<file path="src/hdl/i2cm_pkg.sv">
// I2C master byte engine: shared types and constants.
// Item structs, command codes, phase encoding and the config bundle.
// No dependencies.
`default_nettype none

package i2cm_pkg;

  localparam int unsigned CmdW = 3;

  localparam logic [CmdW-1:0] CMD_NONE  = 3'd0;
  localparam logic [CmdW-1:0] CMD_WAKE  = 3'd1;
  localparam logic [CmdW-1:0] CMD_START = 3'd2;
  localparam logic [CmdW-1:0] CMD_STOP  = 3'd3;
  localparam logic [CmdW-1:0] CMD_WRITE = 3'd4;
  localparam logic [CmdW-1:0] CMD_READ  = 3'd5;

  localparam logic [1:0] REG_ACK_POLL_LIMIT  = 2'd0;
  localparam logic [1:0] REG_WAKE_IDLE_TICKS = 2'd1;

  localparam logic [7:0]  ACK_POLL_LIMIT_RST  = 8'd250;
  localparam logic [15:0] WAKE_IDLE_TICKS_RST = 16'd4000;

  localparam logic [3:0] BITS_PER_BYTE = 4'd8;

  typedef struct packed {
    logic [CmdW-1:0] command;
    logic [7:0]      tx_byte;
    logic            send_ack;
    logic            sda_sample;
  } i2cm_in_t;

  typedef struct packed {
    logic       scl_level;
    logic       sda_drive_low;
    logic       ready_res;
    logic       done_res;
    logic [7:0] rx_byte;
    logic       ack_error;
  } i2cm_out_t;

  typedef struct packed {
    logic [7:0]  ack_poll_limit;
    logic [15:0] wake_idle_ticks;
  } i2cm_cfg_t;

  typedef enum logic [21:0] {
    PH_IDLE    = 22'h000001,
    PH_WK_HI   = 22'h000002,
    PH_WK_LO   = 22'h000004,
    PH_WK_WAIT = 22'h000008,
    PH_ST_A    = 22'h000010,
    PH_ST_B    = 22'h000020,
    PH_ST_C    = 22'h000040,
    PH_SP_A    = 22'h000080,
    PH_SP_B    = 22'h000100,
    PH_SP_C    = 22'h000200,
    PH_WB_LO   = 22'h000400,
    PH_WB_HI   = 22'h000800,
    PH_WB_TAIL = 22'h001000,
    PH_AK_RISE = 22'h002000,
    PH_AK_POLL = 22'h004000,
    PH_AK_END  = 22'h008000,
    PH_RB_PRE  = 22'h010000,
    PH_RB_HI   = 22'h020000,
    PH_RB_LO   = 22'h040000,
    PH_RA_A    = 22'h080000,
    PH_RA_B    = 22'h100000,
    PH_RA_C    = 22'h200000
  } i2cm_phase_t;

endpackage

`default_nettype wire

</file>
<file path="src/hdl/i2c_master_byte_engine.sv">
// I2C master byte engine, top level.
// Joins the config registers, the bus sequencer and the result register.
// Uses i2cm_pkg, i2cm_regs, i2cm_seq.
//
// Usage: every cmd item is one half-bit tick. It carries the sampled SDA
// level and, when the engine is idle, a command (wake, start, stop, write
// byte, read byte). Each accepted item yields exactly one res item with
// the SCL level and SDA pull-down for that tick, plus ready/done flags,
// the last read byte and the ack error flag.
// Output: the res item is registered and appears in the cycle after its cmd item is taken.
// Throughput: one item per cycle; the result register is reloaded in the
// same cycle it is emptied, so cmd_ready stays high while res flows.
// Stall: while res_valid is high and res_ready low, cmd_ready drops and
// the sequencer state holds; nothing is lost or repeated.
// Config: cfg writes (index 0 ack poll limit, 1 wake idle ticks) are
// always taken; write them only while the engine is idle.
// Reset: SCL released, SDA released, phase idle, registers to defaults.
`default_nettype none

module i2c_master_byte_engine
  import i2cm_pkg::*;
(
  input  wire logic        clk,
  input  wire logic        rst,
  input  wire logic        cmd_valid,
  output logic             cmd_ready,
  input  wire i2cm_in_t    cmd,
  output logic             res_valid,
  input  wire logic        res_ready,
  output i2cm_out_t        res,
  input  wire logic        cfg_valid,
  output logic             cfg_ready,
  input  wire logic [1:0]  cfg_index,
  input  wire logic [15:0] cfg_data
);

  i2cm_cfg_t cfg;
  i2cm_out_t tick_res;
  i2cm_out_t res_reg;
  logic      res_full;
  logic      step;

  assign cmd_ready = !res_full || res_ready;
  assign step      = cmd_valid && cmd_ready;
  assign res_valid = res_full;
  assign res       = res_reg;

  i2cm_regs u_regs (
    .clk       (clk),
    .rst       (rst),
    .cfg_valid (cfg_valid),
    .cfg_ready (cfg_ready),
    .cfg_index (cfg_index),
    .cfg_data  (cfg_data),
    .cfg       (cfg)
  );

  i2cm_seq u_seq (
    .clk  (clk),
    .rst  (rst),
    .step (step),
    .item (cmd),
    .cfg  (cfg),
    .res  (tick_res)
  );

  always_ff @(posedge clk) begin
    if (rst) begin
      res_full <= 1'b0;
    end else if (step) begin
      res_full <= 1'b1;
    end else if (res_ready) begin
      res_full <= 1'b0;
    end
  end

  always_ff @(posedge clk) begin
    if (step) begin
      res_reg <= tick_res;
    end
  end

endmodule

`default_nettype wire

</file>
<file path="src/hdl/i2cm_regs.sv">
// I2C master byte engine: configuration register file.
// Holds the ack poll limit and the wake idle length; uses i2cm_pkg.
`default_nettype none

module i2cm_regs
  import i2cm_pkg::*;
(
  input  wire logic        clk,
  input  wire logic        rst,
  input  wire logic        cfg_valid,
  output logic             cfg_ready,
  input  wire logic [1:0]  cfg_index,
  input  wire logic [15:0] cfg_data,
  output i2cm_cfg_t        cfg
);

  i2cm_cfg_t regs;

  assign cfg_ready = 1'b1;
  assign cfg       = regs;

  always_ff @(posedge clk) begin
    if (rst) begin
      regs.ack_poll_limit  <= ACK_POLL_LIMIT_RST;
      regs.wake_idle_ticks <= WAKE_IDLE_TICKS_RST;
    end else if (cfg_valid) begin
      case (cfg_index)
        REG_ACK_POLL_LIMIT:  regs.ack_poll_limit  <= cfg_data[7:0];
        REG_WAKE_IDLE_TICKS: regs.wake_idle_ticks <= cfg_data;
        default: ;
      endcase
    end
  end

endmodule

`default_nettype wire

</file>
<file path="src/hdl/i2cm_seq.sv">
// I2C master byte engine: bus sequencer.
// Phase register, shift/count state and the per-tick next-state logic;
// runs one phase on each accepted item (from idle, its command's first phase). Uses i2cm_pkg.
`default_nettype none

module i2cm_seq
  import i2cm_pkg::*;
(
  input  wire logic      clk,
  input  wire logic      rst,
  input  wire logic      step,
  input  wire i2cm_in_t  item,
  input  wire i2cm_cfg_t cfg,
  output i2cm_out_t      res
);

  i2cm_phase_t phase, phase_next;
  logic [3:0]  bit_index, bit_index_next;
  logic [7:0]  shift_reg, shift_reg_next;
  logic [15:0] wait_count, wait_count_next;
  logic        scl_reg, scl_reg_next;
  logic        sda_low_reg, sda_low_reg_next;
  logic        error_flag, error_flag_next;
  logic        ack_latch, ack_latch_next;
  logic [7:0]  rx_hold, rx_hold_next;
  logic        ready, done, aerr;

  always_comb begin
    phase_next       = phase;
    bit_index_next   = bit_index;
    shift_reg_next   = shift_reg;
    wait_count_next  = wait_count;
    scl_reg_next     = scl_reg;
    sda_low_reg_next = sda_low_reg;
    error_flag_next  = error_flag;
    ack_latch_next   = ack_latch;
    rx_hold_next     = rx_hold;
    ready            = 1'b0;
    done             = 1'b0;
    aerr             = 1'b0;

    // idle: take the command and run its first phase in this same tick
    if (phase == PH_IDLE) begin
      ready = 1'b1;
      case (item.command)
        CMD_WAKE, CMD_START, CMD_STOP, CMD_WRITE, CMD_READ: begin
          bit_index_next  = '0;
          wait_count_next = '0;
          error_flag_next = 1'b0;
          ack_latch_next  = item.send_ack;
          shift_reg_next  = (item.command == CMD_WRITE) ? item.tx_byte : 8'd0;
          case (item.command)
            CMD_WAKE:  phase_next = PH_WK_HI;
            CMD_START: phase_next = PH_ST_A;
            CMD_STOP:  phase_next = PH_SP_A;
            CMD_WRITE: phase_next = PH_WB_LO;
            default:   phase_next = PH_RB_PRE;
          endcase
        end
        default: ;
      endcase
    end

    case (phase_next)
      PH_WK_HI: begin
        scl_reg_next = 1'b1; sda_low_reg_next = 1'b0; phase_next = PH_WK_LO;
      end
      PH_WK_LO: begin
        scl_reg_next = 1'b0; sda_low_reg_next = 1'b0;
        wait_count_next = '0; phase_next = PH_WK_WAIT;
      end
      PH_WK_WAIT: begin
        scl_reg_next = 1'b1; sda_low_reg_next = 1'b0;
        wait_count_next = wait_count_next + 16'd1;
        // a zero setting finishes on the first tick (count wraps never hits 0 first)
        if (wait_count_next == 16'd0 || wait_count_next >= cfg.wake_idle_ticks) begin
          done = 1'b1; phase_next = PH_IDLE;
        end
      end
      PH_ST_A: begin
        scl_reg_next = 1'b1; sda_low_reg_next = 1'b0; phase_next = PH_ST_B;
      end
      PH_ST_B: begin
        scl_reg_next = 1'b1; sda_low_reg_next = 1'b1; phase_next = PH_ST_C;
      end
      PH_ST_C: begin
        scl_reg_next = 1'b0; sda_low_reg_next = 1'b1;
        done = 1'b1; phase_next = PH_IDLE;
      end
      PH_SP_A: begin
        scl_reg_next = 1'b0; sda_low_reg_next = 1'b1; phase_next = PH_SP_B;
      end
      PH_SP_B: begin
        scl_reg_next = 1'b1; sda_low_reg_next = 1'b1; phase_next = PH_SP_C;
      end
      PH_SP_C: begin
        scl_reg_next = 1'b1; sda_low_reg_next = 1'b0;
        done = 1'b1; aerr = error_flag_next; error_flag_next = 1'b0;
        phase_next = PH_IDLE;
      end
      PH_WB_LO: begin
        scl_reg_next = 1'b0; sda_low_reg_next = ~shift_reg_next[7];
        phase_next = PH_WB_HI;
      end
      PH_WB_HI: begin
        scl_reg_next = 1'b1; sda_low_reg_next = ~shift_reg_next[7];
        shift_reg_next = {shift_reg_next[6:0], 1'b0};
        bit_index_next = bit_index_next + 4'd1;
        phase_next = (bit_index_next >= BITS_PER_BYTE) ? PH_WB_TAIL : PH_WB_LO;
      end
      PH_WB_TAIL: begin
        scl_reg_next = 1'b0; phase_next = PH_AK_RISE;
      end
      PH_AK_RISE: begin
        scl_reg_next = 1'b1; sda_low_reg_next = 1'b0;
        wait_count_next = '0; phase_next = PH_AK_POLL;
      end
      PH_AK_POLL: begin
        scl_reg_next = 1'b1; sda_low_reg_next = 1'b0;
        if (!item.sda_sample) begin
          phase_next = PH_AK_END;
        end else begin
          wait_count_next = wait_count_next + 16'd1;
          if (wait_count_next > {8'd0, cfg.ack_poll_limit}) begin
            error_flag_next = 1'b1; phase_next = PH_SP_A;
          end
        end
      end
      PH_AK_END: begin
        scl_reg_next = 1'b0; sda_low_reg_next = 1'b0;
        done = 1'b1; phase_next = PH_IDLE;
      end
      PH_RB_PRE: begin
        scl_reg_next = 1'b0; sda_low_reg_next = 1'b0; phase_next = PH_RB_HI;
      end
      PH_RB_HI: begin
        scl_reg_next = 1'b1; sda_low_reg_next = 1'b0;
        shift_reg_next = {shift_reg_next[6:0], item.sda_sample};
        bit_index_next = bit_index_next + 4'd1;
        phase_next = PH_RB_LO;
      end
      PH_RB_LO: begin
        scl_reg_next = 1'b0; sda_low_reg_next = 1'b0;
        phase_next = (bit_index_next >= BITS_PER_BYTE) ? PH_RA_A : PH_RB_HI;
      end
      PH_RA_A: begin
        scl_reg_next = 1'b0; sda_low_reg_next = ack_latch_next; phase_next = PH_RA_B;
      end
      PH_RA_B: begin
        scl_reg_next = 1'b1; sda_low_reg_next = ack_latch_next; phase_next = PH_RA_C;
      end
      PH_RA_C: begin
        scl_reg_next = 1'b0; sda_low_reg_next = ack_latch_next;
        rx_hold_next = shift_reg_next;
        done = 1'b1; phase_next = PH_IDLE;
      end
      default: phase_next = PH_IDLE;
    endcase
  end

  always_ff @(posedge clk) begin
    if (rst) begin
      phase       <= PH_IDLE;
      bit_index   <= '0;
      shift_reg   <= '0;
      wait_count  <= '0;
      scl_reg     <= 1'b1;
      sda_low_reg <= 1'b0;
      error_flag  <= 1'b0;
      ack_latch   <= 1'b0;
      rx_hold     <= '0;
    end else if (step) begin
      phase       <= phase_next;
      bit_index   <= bit_index_next;
      shift_reg   <= shift_reg_next;
      wait_count  <= wait_count_next;
      scl_reg     <= scl_reg_next;
      sda_low_reg <= sda_low_reg_next;
      error_flag  <= error_flag_next;
      ack_latch   <= ack_latch_next;
      rx_hold     <= rx_hold_next;
    end
  end

  always_comb begin
    res.scl_level     = scl_reg_next;
    res.sda_drive_low = sda_low_reg_next;
    res.ready_res     = ready;
    res.done_res      = done;
    res.rx_byte       = rx_hold_next;
    res.ack_error     = aerr;
  end

endmodule

`default_nettype wire
</file>
<file path="config.mk">
export PLATFORM = sky130hd
export DESIGN_NAME = i2c_master_byte_engine
export DESIGN_NICKNAME = d
export VERILOG_FILES = /design/src/hdl/i2cm_pkg.sv /design/src/hdl/i2c_master_byte_engine.sv /design/src/hdl/i2cm_regs.sv /design/src/hdl/i2cm_seq.sv
export SDC_FILE = /design/constraint.sdc
export NUM_CORES = 1
export LEC_CHECK = 0
export BUFFER_PORTS_ARGS = -buffer_cell sky130_fd_sc_hd__buf_4
export CAP_MARGIN = 20
export CORE_MARGIN = 1.5
export CORE_UTILIZATION = 55
export DETAILED_ROUTE_END_ITERATION = 10
export HOLD_SLACK_MARGIN = 0.02
export PLACE_DENSITY_LB_ADDON = 0.08
export SLEW_MARGIN = 30
export SYNTH_ARGS = -nofsm -noshare
export SYNTH_HDL_FRONTEND = slang
export SYNTH_HIERARCHICAL = 1
export SYNTH_SLANG_ARGS = --single-unit
export TNS_END_PERCENT = 5
</file>
<file path="constraint.sdc">
create_clock -name clk -period 11.6 [get_ports clk]
set_clock_uncertainty 0.15 [all_clocks]
set_input_delay 1.74 -clock clk [delete_from_list [all_inputs] [get_ports clk]]
set_output_delay 1.74 -clock clk [all_outputs]
set_load 0.005 [all_outputs]
</file>
* Word level (Yosys, flattened, before mapping)
Index checks and enable logic that the tools add are counted.
** Storage, ports and cells
- Flip-flop bits (word level) :: 100
- Bits of input ports :: 36
- Word-level logic and storage cells :: 107
** Cells by class
- Add/subtract/negate cells :: 2
- Magnitude comparators :: 4
- Equal/unequal tests :: 28
- Muxes and demuxes :: 35
- Bitwise operators :: 1
- Reduce and logical (&&, ||, !) cells :: 19
** Operators with widths (number)
- $pmux W22 S17 :: 1
- $mux W22 :: 5
- $pmux W17 S4 :: 1
- $mux W16 :: 3
- $pmux W16 S3 :: 1
- $mux W8 :: 4
- $eq A22 B1 Y1 const B :: 1
- $eq A22 B10 Y1 const B :: 1
- $eq A22 B11 Y1 const B :: 1
- $eq A22 B12 Y1 const B :: 1
- $eq A22 B13 Y1 const B :: 1
- $eq A22 B14 Y1 const B :: 1
- $eq A22 B15 Y1 const B :: 1
- $eq A22 B16 Y1 const B :: 1
- $eq A22 B17 Y1 const B :: 1
- $eq A22 B18 Y1 const B :: 1
- $eq A22 B19 Y1 const B :: 1
- $eq A22 B2 Y1 const B :: 1
- $eq A22 B20 Y1 const B :: 1
- $eq A22 B21 Y1 const B :: 1
- $eq A22 B22 Y1 const B :: 1
- $eq A22 B3 Y1 const B :: 1
- $eq A22 B4 Y1 const B :: 1
- $eq A22 B5 Y1 const B :: 1
- other kinds (34) :: 56

* Longest topological paths before layout
- Word-level depth :: 9
- Depth in mapped cells :: 24
- Gate-level depth less buffers :: 19

* Cells and area by module
Netlist, hierarchy kept.
** By module, submodules not included
- i2cm_seq :: times used 1, cells each 642, area an instance 5111.2 µm², seq. area each 1241.2 µm²
- i2cm_regs :: times used 1, cells each 105, area an instance 1034.7 µm², seq. area each 480.5 µm²
- i2c_master_byte_engine :: times used 1, cells each 18, area an instance 445.4 µm², seq. area each 410.4 µm²

* Worst setup path before layout
No wires, ideal clock.
- Path kind :: input port to flip-flop
- From :: in cmd[12] (netlist name)
- To :: reg u_seq.phase[0]
- Data arrival time :: 5.993 ns
- Required time :: 11.336 ns
- Slack :: 5.342 ns
- Stages on the path :: 23
- Buffers on the path :: 4
- Path through :: clkbuf_1 nor3_1 a21oi_1 nand3_1 clkbuf_1 clkbuf_1 and2_1 ha_1 and4_1 clkbuf_1 and2_1 and4_1 xnor2_1 nor2_1 ha_1 and2_1 a221o_1 a21o_1 a21oi_1 o31ai_1 a21o_1 a41oi_1 a21bo_1
** Between the ends
- Longest elaborated chain between the ends :: 9
** RTL lines
- start: declaration :: line i2c_master_byte_engine.sv:27 : input wire i2cm_in_t cmd,
- $eq A3 B3 Y1, or another cell as far along :: line i2cm_seq.sv:45 : case (item.command)
- $reduce_or A5 Y1 :: line i2cm_seq.sv:45
- $mux W16 :: line i2cm_seq.sv:45
- $mux W16 :: line i2cm_seq.sv:43 : if (phase == PH_IDLE) begin
- $add A16 B1 Y16 :: line i2cm_seq.sv:74, i2cm_seq.sv:123
- $gt A16 B8 Y1, or another cell as far along :: line i2cm_seq.sv:124 : if (wait_count_next > {8'd0, cfg.ack_poll_limit}) begin
- $mux W22 or $logic_or A1 B1 Y1 (tied branches) :: line i2cm_seq.sv:124, i2cm_seq.sv:76
- $mux W22 (on tied branches) :: line i2cm_seq.sv:120, i2cm_seq.sv:76
- $pmux W22 S17 (*) :: line i2cm_seq.sv:64 : case (phase_next)
- end signal: assignment :: line i2cm_seq.sv:173 : phase <= phase_next;
- end: declaration :: line i2cm_seq.sv:17 : i2cm_phase_t phase, phase_next;
Mark *: on every way between the ends. The rest lies on a longest branch, timed or not.
A chain may end at the register's enable or synchronous reset.

* Final worst setup path
Same ends and word-level chain as after synthesis.

==> results by group <==
Clock network
  – Hold buffer count at cts: 0
  – Sink Count: 100
  – CTS resizes: 0
  – Clock buffer count from CTS: 9
  – Post-CTS Repair Setup Buffers: 0
  – Clk_lat worst skew: 0.36 ns
  – Clock transition at path regs: 0.07 ns
  – Clock tree buffer depth: 2
  – Clk root buf: clkbuf_16
  – CTS H-tree lvls: 3
  – CTS tree: done

Global routing
  – GRT Util Overall: 0.271
  – Global route total overflow: 0
  – First-pass GRT wire length: 27300 um
  – Largest net degree at the start of global routing: 81
  – Vias in the first global route: 5477
  – Initial antenna violation count: 0

Timing
  – Slew @ Worst Pin: 0.882 ns
  – Setup total negative slack: 0 ns
  – Min Clock Period, post-route: 5.79 ns
  – Achievable frequency: 173 MHz
  – Relative slew slack: 0.412
  – Hold_ws: 0.303 ns
  – Setup violators final: 0
  – Hold Vio Cnt, Final: 0
  – Final period util: 0.499
  – Max-slew violation count: 0
  – RSZ-0062 raised after global routing: no

Pwr
  – Leakage: 2.99 nW
  – Peak VDD IR: 0.000105 V
  – PD cells: 108 mW/mm^2
  – Pwr Total: 0.772 mW

Routing
  – DRC Markers: 2
  – Detailed Routing Iterations Pass 1: 8
  – DR vias: 5738
  – Drt wl/cell: 17.9 um
  – Vias per cell: 6.19
  – DRT antenna net count: 0
  – Total Wirelength: 16600 um
  – DRT iter0 DRCs: 501

Finish
  – ANT cells: 0
  – Max reg flops: 24
  – FF/Latch Area: 0.00213 sq mm
  – Fill cell count: 1009
  – Final std cells w/o fill: 927
  – Layout Nets: 841
  – Share of cells above drive strength 1: 0.157
  – Multi-input logic area: 0.00406 sq mm
  – Area delta synth->final: 8.77%
  – Final Util: 0.620

Critical path
  – CP peak stage delay: 0.38 ns
  – Most used cell along the critical path: and2_1
  – Type of origin of the critical path: primary input
  – Required time of the worst setup path: 11.71 ns
  – Setup crit end kind: flop
  – Delay-heaviest family, CP: simple AND/OR/NAND/NOR gates
  – Crit Path Category: in2reg
  – Crit-path cells: buf_4 > nor3_1 > a21oi_1 > nand3_1 > buf_4 > and2_1 > ha_1 > and4_1 > and2_1 > and4_1 > xnor2_1 > nor2_1 > ha_1 > and2_1 > a221o_1 > a21o_1 > a21oi_1 > o31ai_1 > a21o_1 > a41oi_1 > a21bo_1
  – CP max-delay cell: and4_1
  – WP buf/inv: 2
  – Crit Path Max Fanout: 24
  – Crit path DAT: 5.90 ns

Run
  – Max_cap viols: 0

Yosys
  – Yosys top cell area share: 0.264
  – Yosys cell types: 97
  – Post-synthesis cell area: 0.00659 sq mm
  – Most frequent cell after synthesis: nor2_1
  – Async set-or-reset flop fraction in the synthesized netlist: 0
  – Synth top cells by count: nor2_1 (93), dfxtp_1 (87), nand2_1 (53)
  – Yosys warns: 6
  – Post-synthesis sequential area ratio: 0.323
  – Post-Syn Nets: 827
  – Synth Flop Type: dfxtp_1
  – Synth area leaders: dfxtp_1 (26%), mux2i_1 (6.7%), edfxtp_1 (5.9%), nor2_1 (5.3%), ha_1 (4.9%)
  – Synth Instances: 765
  – EDFF count, synth: 13
  – FF+latch count, synth: 100
  – Synthesized area per cell: 8.62 sq um
  – Synth area leader: dfxtp_1

Placed design
  – Detailed Place HPWL: 12000 um
  – Count of buffers from port buffering: 50
  – Routability cong.: 0.947
  – Placed Cells incl. Taps: 911

Floorplan
  – Die Y: 112 um
  – Core ar.: 0.0116 sq mm
  – Starting density of the core: 0.570
  – Io pins: 52
  – Die footprint: 0.0126 sq mm
  – Die width: 112 um
  – Cell Rows: 39

Worst hold path
  – Worst hold-check path type: reg2reg

Outcome
  – Failing checks: design-rule violations
  – Status: finished with violations
## final timing paths
path / start / end / slack [ns] / cells past startpoint
max: cmd[12] / u_seq/phase[0] / 5.81 / 21
min: u_seq/error_flag / u_seq/error_flag / 0.30 / 2
max reg2reg: u_seq/phase[5] / u_seq/phase[0] / 6.43 / 20
min reg2reg: u_seq/error_flag / u_seq/error_flag / 0.30 / 2
## per-stage QoR
step | setup slack (ns) | area [sq um]
after detailed placement | 5.47 | 6890
final | 5.81 | 7170
after global placement | 5.65 | 6880
after floorplan | 5.34 | 6590
after global routing | 5.51 | 7170
after CTS | 5.84 | 7170
## area by class of cell
class | count | area share
Timing Repair Buffer | 54 | 0.0565
Sequential cell | 100 | 0.297
Multi-Input combinational cell | 583 | 0.566
Inverter | 31 | 0.0162
Clock buffer | 10 | 0.0319
Clock inverter | 6 | 0.00716
Tap cell | 143 | 0.0250
## routing by layer
| metal | routed length (um) | GRT usage | vias to the layer above |
|---|---|---|---|
| met5 | 0 | 0 | - |
| met1 | 7590 | 0.369 | 2687 |
| met4 | 445 | 0.115 | 0 |
| li1 | - | - | 2802 |
| met3 | 1360 | 0.0702 | 33 |
| met2 | 7180 | 0.409 | 216 |
## placed cells by master, fill, tap and decap left out, types with 15 or more instances in the layout
| cell | count |
|---|---|
| a21oi_1 | 33 |
| buf_4 | 54 |
| dfxtp_1 | 87 |
| ha_1 | 26 |
| inv_1 | 31 |
| mux2i_1 | 44 |
| nand2_1 | 53 |
| nand2b_1 | 33 |
| nand3_1 | 26 |
| nand4_1 | 17 |
| nor2_1 | 93 |
| nor3_1 | 19 |
| nor4_1 | 15 |
| o21ai_0 | 18 |
## worst min-delay path: stages, from the launching register on
cell	delay [ns]
dfxtp_1	0.31
nand2_1	0.05
a21oi_1	0.05
## cell families (layout without fill, tap and decap cells)
family | Yosys count | after routing | share of synthesized area
muxes | 57 | 57 | 0.0890
DFF | 100 | 100 | 0.323
xor gates and xnor gates | 20 | 20 | 0.0266
other | 1 | 1 | 0.000569
adders and majority gates | 27 | 27 | 0.0509
AOI/OAI and AO/OA | 140 | 140 | 0.159
and+or+nand+nor | 338 | 338 | 0.288
buffers and inverters | 82 | 101 | 0.0626
## power by group
group / switching [mW] / total (mW) / internal, mW
clock: 0.145 / 0.295 / 0.150
combinational: 0.0710 / 0.114 / 0.0432
sequential: 0.00459 / 0.363 / 0.358
(Power assumes the default switching activity.)
